$ cat config.mk
export PLATFORM = sky130hd
export DESIGN_NAME = murmurhash2_32_stream_top
export DESIGN_NICKNAME = d
export VERILOG_FILES = /design/src/rtl/mh2s_pkg.sv /design/src/rtl/murmurhash2_32_stream_top.sv /design/src/rtl/mh2s_datapath.sv /design/src/rtl/mh2s_ctrl.sv
export SDC_FILE = /design/constraint.sdc
export NUM_CORES = 1
export LEC_CHECK = 0
export BUFFER_PORTS_ARGS = -buffer_cell sky130_fd_sc_hd__buf_2
export CAP_MARGIN = 40
export CORE_ASPECT_RATIO = 1.25
export CORE_MARGIN = 4
export CORE_UTILIZATION = 63
export CTS_CLUSTER_DIAMETER = 50
export DETAILED_ROUTE_END_ITERATION = 10
export GPL_ROUTABILITY_DRIVEN = 0
export PLACE_DENSITY = 0.82
export RECOVER_POWER = 100
export SYNTH_ARGS = -nofsm -noshare
export SYNTH_HDL_FRONTEND = slang
export SYNTH_HIERARCHICAL = 1
export SYNTH_SLANG_ARGS = --single-unit
$ cat constraint.sdc
create_clock -name clk -period 9.7 [get_ports clk]
set_input_delay 1.455 -clock clk [delete_from_list [all_inputs] [get_ports clk]]
set_output_delay 1.455 -clock clk [all_outputs]
set_load 0.01 [all_outputs]
$ cat src/rtl/mh2s_pkg.sv
// Package for the streaming MurmurHash2 engine: mixing constant, byte masks,
// controller states and the command struct between controller and datapath.
// Depends on nothing.
`timescale 1ns / 1ps
`default_nettype none

package mh2s_pkg;

	localparam logic [31:0] MIX_M = 32'h5bd1e995;
	localparam int unsigned MIX_R = 24;
	localparam int unsigned FIN_R1 = 13;
	localparam int unsigned FIN_R2 = 15;
	localparam logic [2:0] FULL_COUNT = 3'd4;

	typedef enum logic [3:0] {
		ST_IDLE,
		ST_MUL_K1,
		ST_MUL_K2,
		ST_MUL_H,
		ST_FOLD,
		ST_MUL_T,
		ST_LOAD_T,
		ST_MUL_F,
		ST_FIN
	} state_t;

	typedef enum logic [2:0] {
		MUL_K,
		MUL_KMIX,
		MUL_H,
		MUL_HT,
		MUL_HFIN
	} mul_sel_t;

	typedef enum logic [1:0] {
		H_FOLD,
		H_PROD,
		H_FINAL
	} h_sel_t;

	typedef struct packed {
		logic     accept;
		logic     mul_en;
		mul_sel_t mul_sel;
		logic     h_en;
		h_sel_t   h_sel;
		logic     k_en;
		logic     out_load;
	} dp_cmd_t;

	function automatic logic [31:0] byte_mask(input logic [2:0] count);
		logic [31:0] mask;
		case (count)
			3'd0: mask = 32'h0000_0000;
			3'd1: mask = 32'h0000_00ff;
			3'd2: mask = 32'h0000_ffff;
			3'd3: mask = 32'h00ff_ffff;
			default: mask = 32'hffff_ffff;
		endcase
		return mask;
	endfunction

endpackage

`default_nettype wire

$ cat src/rtl/murmurhash2_32_stream_top.sv
// Streaming 32-bit MurmurHash2 engine, top level.
// Connects mh2s_ctrl and mh2s_datapath; depends on mh2s_pkg.
//
// Usage: a message enters as a run of input transfers on in_valid/in_stall,
// each carrying up to four bytes in data_word (first byte in bits 7:0) and
// byte_count. The first transfer sets first_item and total_length, which
// seeds the accumulator; the final transfer sets last_item.
// One shared 32x32 multiplier is reused for every product, so input stalls
// while a full word goes through premix and fold or a partial word through
// its tail steps; an empty word that is not last causes no stall. A last
// item adds the final mix, after which the hash is loaded into the output
// register and shown on out_valid/hash_value.
// The result sits in an output register; new input transfers are taken
// while it waits. If the receiver stalls and a second result is ready, the
// engine holds in its final step and stalls input until the register frees.
// Reset clears the accumulator to zero and drops out_valid. The accumulator
// keeps the finished hash; a next item without first_item continues from it.
`timescale 1ns / 1ps
`default_nettype none

module murmurhash2_32_stream_top import mh2s_pkg::*; (
	input  wire logic        clk,
	input  wire logic        arst_n,
	input  wire logic        in_valid,
	output logic             in_stall,
	input  wire logic [31:0] data_word,
	input  wire logic [2:0]  byte_count,
	input  wire logic        first_item,
	input  wire logic        last_item,
	input  wire logic [31:0] total_length,
	output logic             out_valid,
	input  wire logic        out_stall,
	output logic [31:0]      hash_value
);

	dp_cmd_t cmd;

	mh2s_ctrl u_ctrl (
		.clk        (clk),
		.arst_n     (arst_n),
		.in_valid   (in_valid),
		.byte_count (byte_count),
		.last_item  (last_item),
		.out_stall  (out_stall),
		.in_stall   (in_stall),
		.out_valid  (out_valid),
		.cmd        (cmd)
	);

	mh2s_datapath u_datapath (
		.clk          (clk),
		.arst_n       (arst_n),
		.cmd          (cmd),
		.data_word    (data_word),
		.byte_count   (byte_count),
		.first_item   (first_item),
		.total_length (total_length),
		.hash_value   (hash_value)
	);

endmodule

`default_nettype wire

$ cat src/rtl/mh2s_datapath.sv
// Datapath of the MurmurHash2 engine: accumulator, word and product registers
// around one shared 32-bit multiplier, plus the result register.
// Depends on mh2s_pkg.
`timescale 1ns / 1ps
`default_nettype none

module mh2s_datapath import mh2s_pkg::*; (
	input  wire logic        clk,
	input  wire logic        arst_n,
	input  wire dp_cmd_t     cmd,
	input  wire logic [31:0] data_word,
	input  wire logic [2:0]  byte_count,
	input  wire logic        first_item,
	input  wire logic [31:0] total_length,
	output logic [31:0]      hash_value
);

	logic [31:0] h_q;
	logic [31:0] k_q;
	logic [31:0] p_q;
	logic [31:0] hash_q;
	logic [31:0] mul_a;
	logic [31:0] prod;

	always_comb begin
		case (cmd.mul_sel)
			MUL_K:    mul_a = k_q;
			MUL_KMIX: mul_a = p_q ^ (p_q >> MIX_R);
			MUL_H:    mul_a = h_q;
			MUL_HT:   mul_a = h_q ^ k_q;
			MUL_HFIN: mul_a = h_q ^ (h_q >> FIN_R1);
			default:  mul_a = k_q;
		endcase
	end

	assign prod = mul_a * MIX_M;

	always_ff @(posedge clk or negedge arst_n) begin
		if (!arst_n) begin
			h_q <= '0;
		end else if (cmd.accept) begin
			if (first_item) begin
				h_q <= total_length;
			end
		end else if (cmd.h_en) begin
			case (cmd.h_sel)
				H_FOLD:  h_q <= p_q ^ k_q;
				H_FINAL: h_q <= p_q ^ (p_q >> FIN_R2);
				default: h_q <= p_q;
			endcase
		end
	end

	always_ff @(posedge clk) begin
		if (cmd.accept) begin
			k_q <= data_word & byte_mask(byte_count);
		end else if (cmd.k_en) begin
			k_q <= p_q;
		end
		if (cmd.mul_en) begin
			p_q <= prod;
		end
		if (cmd.out_load) begin
			hash_q <= p_q ^ (p_q >> FIN_R2);
		end
	end

	assign hash_value = hash_q;

endmodule

`default_nettype wire

$ cat src/rtl/mh2s_ctrl.sv
// Controller of the MurmurHash2 engine: sequences the shared multiplier
// through premix, fold, tail and final mix, and owns the result valid flag.
// Depends on mh2s_pkg.
`timescale 1ns / 1ps
`default_nettype none

module mh2s_ctrl import mh2s_pkg::*; (
	input  wire logic       clk,
	input  wire logic       arst_n,
	input  wire logic       in_valid,
	input  wire logic [2:0] byte_count,
	input  wire logic       last_item,
	input  wire logic       out_stall,
	output logic            in_stall,
	output logic            out_valid,
	output dp_cmd_t         cmd
);

	state_t state_q;
	state_t state_nxt;
	logic   last_q;
	logic   out_valid_q;
	logic   accept;
	logic   out_free;

	assign in_stall = (state_q != ST_IDLE);
	assign accept   = in_valid && !in_stall;
	assign out_free = !out_valid_q || !out_stall;

	always_comb begin
		state_nxt = state_q;
		unique case (state_q)
			ST_IDLE: begin
				if (accept) begin
					if (byte_count >= FULL_COUNT) begin
						state_nxt = ST_MUL_K1;
					end else if (byte_count != 3'd0) begin
						state_nxt = ST_MUL_T;
					end else if (last_item) begin
						state_nxt = ST_MUL_F;
					end
				end
			end
			ST_MUL_K1: state_nxt = ST_MUL_K2;
			ST_MUL_K2: state_nxt = ST_MUL_H;
			ST_MUL_H:  state_nxt = ST_FOLD;
			ST_FOLD:   state_nxt = last_q ? ST_MUL_F : ST_IDLE;
			ST_MUL_T:  state_nxt = ST_LOAD_T;
			ST_LOAD_T: state_nxt = last_q ? ST_MUL_F : ST_IDLE;
			ST_MUL_F:  state_nxt = ST_FIN;
			ST_FIN: begin
				if (out_free) begin
					state_nxt = ST_IDLE;
				end
			end
			default: state_nxt = ST_IDLE;
		endcase
	end

	always_comb begin
		cmd = '{accept: 1'b0, mul_en: 1'b0, mul_sel: MUL_K, h_en: 1'b0,
			h_sel: H_PROD, k_en: 1'b0, out_load: 1'b0};
		unique case (state_q)
			ST_IDLE: cmd.accept = accept;
			ST_MUL_K1: begin
				cmd.mul_en  = 1'b1;
				cmd.mul_sel = MUL_K;
			end
			ST_MUL_K2: begin
				cmd.mul_en  = 1'b1;
				cmd.mul_sel = MUL_KMIX;
			end
			ST_MUL_H: begin
				cmd.mul_en  = 1'b1;
				cmd.mul_sel = MUL_H;
				cmd.k_en    = 1'b1;
			end
			ST_FOLD: begin
				cmd.h_en  = 1'b1;
				cmd.h_sel = H_FOLD;
			end
			ST_MUL_T: begin
				cmd.mul_en  = 1'b1;
				cmd.mul_sel = MUL_HT;
			end
			ST_LOAD_T: begin
				cmd.h_en  = 1'b1;
				cmd.h_sel = H_PROD;
			end
			ST_MUL_F: begin
				cmd.mul_en  = 1'b1;
				cmd.mul_sel = MUL_HFIN;
			end
			ST_FIN: begin
				cmd.out_load = out_free;
				cmd.mul_sel  = MUL_HFIN;
				cmd.h_en     = 1'b1;
				cmd.h_sel    = H_FINAL;
			end
			default: cmd.accept = 1'b0;
		endcase
	end

	always_ff @(posedge clk or negedge arst_n) begin
		if (!arst_n) begin
			state_q     <= ST_IDLE;
			last_q      <= 1'b0;
			out_valid_q <= 1'b0;
		end else begin
			state_q <= state_nxt;
			if (accept) begin
				last_q <= last_item;
			end
			if (cmd.out_load) begin
				out_valid_q <= 1'b1;
			end else if (!out_stall) begin
				out_valid_q <= 1'b0;
			end
		end
	end

	assign out_valid = out_valid_q;

endmodule

`default_nettype wire

==> flow_metrics.tcl, run 1 <==
set metrics [dict create \
    path_common_cell "fa_1" \
    final_cells 2148 \
    worstSkewPairLatency_ps 420 \
    synth.net_count 2158 \
    cpPeakStageDelay_ps 570 \
    antenna_left 0 \
    min_path_type "register to register" \
    dieWidth_um 152.0 \
    io_pins 107 \
    cts_buffer_depth 2 \
    synth_top_flop_cell "edfxtp_1" \
    cts_setup_buffers 0 \
    grt_pass1_vias 13400 \
    final_core_util_pct 70.47 \
    cts_resized 0 \
    layout.nets 2270 \
    io_buffer_count 106 \
    num_vias 12980 \
    path_max_fanout 49 \
    clkTransAtPathRegs_ps 60 \
    cts_buffers 17 \
    die_h_um 188.0 \
    initial_core_util_pct 64.35 \
    wl_per_cell_um 21.80 \
    syn_area_um2 16330 \
    syn2layout_area_growth_pct 9.518 \
    tritoncts "done" \
    drt-initial-drc-count 1199 \
    avgSynthCellArea_um2 9.673 \
    synth-seq-area-share_pct 23.48 \
    tns_ps 0 \
    maxCapViolations 7 \
    fmax_mhz 108.1 \
    status "finished, violations left" \
    layout_commonest_cell "inv_1" \
    synthArstFlopShare_pct 28.36 \
    grt_usage_pct 33.12 \
    tightestPinTransition_ps 2804 \
    first_pass_iters 7 \
    root_buffer "clkbuf_16" \
    period_needed_ps 9250 \
    diodes 0 \
    finalSetupViolations 0 \
    drc 0 \
    yosys_register_bits 134 \
    core_um2 25370 \
    yosysWarningCount 6 \
    dp.cells 2115 \
    synth-edff-count 96 \
    grt_start_max_net_pins 50 \
    max_slew_margin_pct -86.92 \
    path_class "register to register" \
    synth_cells 1688 \
    violations "capacitance limit, slew limit" \
    endpoint_kind "register" \
    overflow 0 \
    ys_types 69 \
    layout_common_cells "inv_1, ha_1, fa_1" \
    ctsHtreeMaxLevel 4 \
    dieArea_um2 28570 \
    grt_setup_unrepaired "false" \
    totalWireLength_um 46820 \
    antenna_found_initial 0 \
    arrival_ps 9420 \
    std_cell_rows 65 \
    dp_hpwl_um 37210 \
    grt_pass1_wl_um 73700 \
    drive_gt1_share_pct 7.998 \
    vias_per_cell 6.041 \
    cts_sinks 134 \
    cp.required_ps 9870 \
    fin_worst_skew_ps 5.250 \
    slew_viol_final 242 \
    whs_ps 586.9 \
    slowest_stage "dfrtp_1" \
    period_share_pct 95.36 \
    cp-start-kind "register" \
    hold_viol 0 \
    hold_buffers 0 \
]
==> cell usage after synthesis (2+ instances only) <==
cell | n | area share, %
edfxtp_1 | 96 | 18
o21a_1 | 7 | 0.32
a221o_1 | 10 | 0.61
and3_1 | 2 | 0.077
xnor3_1 | 2 | 0.28
inv_1 | 405 | 9.3
o21ai_1 | 6 | 0.18
o22ai_1 | 18 | 0.69
a221oi_1 | 2 | 0.11
clkbuf_1 | 36 | 0.83
ha_1 | 216 | 17
nor3b_1 | 2 | 0.092
nand2b_1 | 6 | 0.23
fa_1 | 181 | 22
xor2_1 | 44 | 2.4
nor2_1 | 72 | 1.7
and2_1 | 5 | 0.19
a21oi_1 | 52 | 1.6
nand3_1 | 5 | 0.15
buf_2 | 6 | 0.18
mux2i_1 | 22 | 1.3
a32oi_1 | 17 | 0.91
a31oi_1 | 6 | 0.23
xnor2_1 | 75 | 4.0
buf_1 | 6 | 0.14
o21bai_1 | 3 | 0.14
buf_6 | 4 | 0.28
a211oi_1 | 4 | 0.18
o21ai_0 | 110 | 3.4
dfrtp_1 | 38 | 5.8
o31ai_1 | 2 | 0.092
nand3b_1 | 5 | 0.23
nor3_1 | 7 | 0.21
a22oi_1 | 38 | 1.7
nor4_1 | 2 | 0.077
nand2_1 | 112 | 2.6
nor2b_1 | 8 | 0.31
o221ai_1 | 8 | 0.43
a21o_1 | 16 | 0.74
buf_4 | 3 | 0.14
==> cell families after synthesis <==
kind of cell             after synthesis  synth area share [%]
XOR/XNOR                             122                 6.805
flip-flops                           134                 23.48
multiplexers                          23                 1.441
adder cells (fa/ha/maj)              397                 38.74
AND/OR/NAND/NOR                      237                 6.406
AO/OA/AOI/OAI                        314                 12.23
buffers and inverters                461                 10.90
==> sequential cells by signal, summed over array words and instances (netlist names) <==
register and count:
u_datapath/h_q 32, u_ctrl/last_q 1, u_datapath/hash_value 32, u_ctrl/state_q 4, u_datapath/k_q 32, u_datapath/p_q 32, u_ctrl/out_valid 1
==> per-layer routing <==
layer | vias up | track usage [%] | routed length [µm]
li1 | 5719 | - | -
met1 | 6136 | 38.50 | 15780
met2 | 841 | 55.20 | 21990
met3 | 280 | 6.302 | 4575
met4 | 0 | 23.24 | 4474
met5 | - | 0 | 0
==> path summary, 6_finish.rpt <==
check	to	slack, ps	startpoint	cells past startpoint
worst max-delay path	u_datapath/p_q[31]$_DFFE_PP_	450	u_ctrl/state_q[0]$_DFFE_PN0P_	28
worst min-delay path	u_datapath/h_q[2]$_DFFE_PN0P_	590	u_datapath/h_q[2]$_DFFE_PN0P_	2
worst max register to register	u_datapath/p_q[31]$_DFFE_PP_	450	u_ctrl/state_q[0]$_DFFE_PN0P_	28
worst min register to register	u_datapath/h_q[2]$_DFFE_PN0P_	590	u_datapath/h_q[2]$_DFFE_PN0P_	2
max in group asynchronous	u_datapath/h_q[24]$_DFFE_PN0P_	6560	arst_n	2
min in group asynchronous	u_datapath/h_q[0]$_DFFE_PN0P_	980	arst_n	1
==> layout make-up <==
class	instances	area, µm²
Fill cell	1844	7492
Clock inverter	9	78.83
Clock buffer	23	467.9
Multi-Input combinational cell	1093	10740
Timing Repair Buffer	148	820.8
Sequential cell	134	3834
Inverter	406	1524
Tap cell	335	419.2
==> through the flow <==
step	instance area, µm²	setup WS, ps
2_1_floorplan	16330	1090
3_3_place_gp	17300	712.0
3_5_place_dp	17440	380.2
4_1_cts	17980	379.2
5_1_grt	17880	76.03
6_report	17880	449.7
==> critical path, delay by kind of cell, from the launching register on <==
family                   cells  cell delay, ps
adder cells (fa/ha/maj)      9            3910
AO/OA/AOI/OAI               10            2890
buffers and inverters        6             900
AND/OR/NAND/NOR              2             580
flip-flops                   1             570
XOR/XNOR                     1             110
Power of run 1 is left out: the tool's default activity adds up to more than one toggle a clock period on the data nets, which glitch-free logic cannot reach.
==> run 2, diff against run 1 <==
--- a/config.mk
+++ b/config.mk
@@ -8,13 +8,14 @@
 export BUFFER_PORTS_ARGS = -buffer_cell sky130_fd_sc_hd__buf_2
 export CAP_MARGIN = 40
 export CORE_ASPECT_RATIO = 1.25
-export CORE_MARGIN = 4
+export CORE_MARGIN = 2
 export CORE_UTILIZATION = 63
 export CTS_CLUSTER_DIAMETER = 50
 export DETAILED_ROUTE_END_ITERATION = 10
 export GPL_ROUTABILITY_DRIVEN = 0
 export PLACE_DENSITY = 0.82
 export RECOVER_POWER = 100
+export SETUP_SLACK_MARGIN = 0.05
 export SYNTH_ARGS = -nofsm -noshare
 export SYNTH_HDL_FRONTEND = slang
 export SYNTH_HIERARCHICAL = 1
==> flow_metrics.tcl, run 2 (same netlist as run 1, synthesis figures left out) <==
set metrics [dict create \
    root_buffer "clkbuf_16" \
    fin_worst_skew_ps 8.396 \
    grt_pass1_wl_um 73500 \
    tritoncts "done" \
    grt_usage_pct 35.75 \
    arrival_ps 9510 \
    clkTransAtPathRegs_ps 60 \
    period_share_pct 96.16 \
    overflow 0 \
    antenna_left 0 \
    critical_path_buf_inv_count 8 \
    drt-initial-drc-count 1108 \
    drive_gt1_share_pct 8.163 \
    grt_start_max_net_pins 52 \
    antenna_found_initial 0 \
    fillerInstances 1786 \
    path_class "register to register" \
    finalSetupViolations 0 \
    maxCapViolations 5 \
    hold_buffers 0 \
    cts_resized 0 \
    hold_viol 0 \
    layout_commonest_cell "inv_1" \
    grt_pass1_vias 13810 \
    layout_common_cells "inv_1, ha_1, fa_1" \
    cts_setup_buffers 0 \
    first_pass_iters 11 \
    dieArea_um2 27230 \
    std_cell_rows 65 \
    cts_buffers 17 \
    max_slew_margin_pct -73.96 \
    dieWidth_um 148.0 \
    violations "capacitance limit, slew limit" \
    core_um2 25370 \
    syn2layout_area_growth_pct 9.824 \
    worstSkewPairLatency_ps 440 \
    num_vias 13200 \
    slowest_stage "dfrtp_1" \
    path_max_fanout 43 \
    cts_buffer_depth 2 \
    slew_viol_final 174 \
    cpPeakStageDelay_ps 580 \
    dp_hpwl_um 37460 \
    tns_ps 0 \
    grt_setup_unrepaired "false" \
    cts_sinks 134 \
    io_pins 107 \
    wl_per_cell_um 22.13 \
    status "finished, violations left" \
    cp-start-kind "register" \
    crit_family "adder cells" \
    min_path_type "register to register" \
    fmax_mhz 107.2 \
    diodes 0 \
    io_buffer_count 106 \
    cp.required_ps 9880 \
    initial_core_util_pct 64.35 \
    ctsHtreeMaxLevel 4 \
    tightestPinTransition_ps 2609 \
    vias_per_cell 6.144 \
    endpoint_kind "register" \
    totalWireLength_um 47540 \
    period_needed_ps 9327 \
    drc 0 \
    layout.nets 2270 \
    die_h_um 184.0 \
]
[run 2: cell types whose count changed in the layout (fill, tap and decap cells not counted), sizes merged]
| cell | change |
|---|---|
| inv | +1 |
| buf | +1 |
| clkbuf | -2 |
[run 2: final timing paths]
check,startpoint,endpoint,slack (ps),depth (start not counted)
worst max-delay path,u_ctrl/state_q[2]$_DFFE_PN0P_,u_datapath/p_q[30]$_DFFE_PP_,370,32
worst min-delay path,u_ctrl/last_q$_DFFE_PN0P_,u_ctrl/last_q$_DFFE_PN0P_,580,1
worst max register to register,u_ctrl/state_q[2]$_DFFE_PN0P_,u_datapath/p_q[30]$_DFFE_PP_,370,32
worst min register to register,u_ctrl/last_q$_DFFE_PN0P_,u_ctrl/last_q$_DFFE_PN0P_,580,1
max in group asynchronous,arst_n,u_datapath/h_q[22]$_DFFE_PN0P_,6560,2
min in group asynchronous,arst_n,u_datapath/h_q[13]$_DFFE_PN0P_,990,1
[run 2: through the flow]
step / utilization, % / setup slack [ps] / hold slack [ps] / area (µm²) / cells
after global routing: 70.67 / 61.75 / 590.0 / 17930 / 2148
after global placement: 68.27 / 856.1 / 532.5 / 17320 / 2108
after detailed placement: 68.75 / 434.5 / 564.9 / 17440 / 2115
final: 70.67 / 372.5 / 577.5 / 17930 / 2148
after floorplan: - / 1090 / 489.3 / 16330 / 1688
after CTS: 71.04 / 421.7 / 584.1 / 18020 / 2147
[run 2: worst register-to-register path: cells and delay by family (launching register included)]
family	cells	cell delay, ps
AOI/OAI and AO/OA	6	1710
and+or+nand+nor	9	2100
adders and majority gates	9	3800
DFF	1	580
buffers and inverters	8	890
[run 2: area by class of cell]
class                           count  area [µm²]  share of cell area (%)
Timing Repair Buffer              148       837.1                   4.668
Tap cell                          335       419.2                   2.337
Sequential cell                   134        3834                   21.38
Inverter                          406        1524                   8.498
Multi-Input combinational cell   1093       10740                   59.88
Clock inverter                     10       95.09                  0.5303
Clock buffer                       22       485.5                   2.707
[run 2: metal layers]
metal,track usage (%),wire [µm],up-vias
li1,-,-,5723
met3,9.727,4556,297
met4,26.10,4178,0
met2,59.94,22820,820
met5,0,0,-
met1,38.86,15990,6357
Power of run 2 is left out for the same reason.
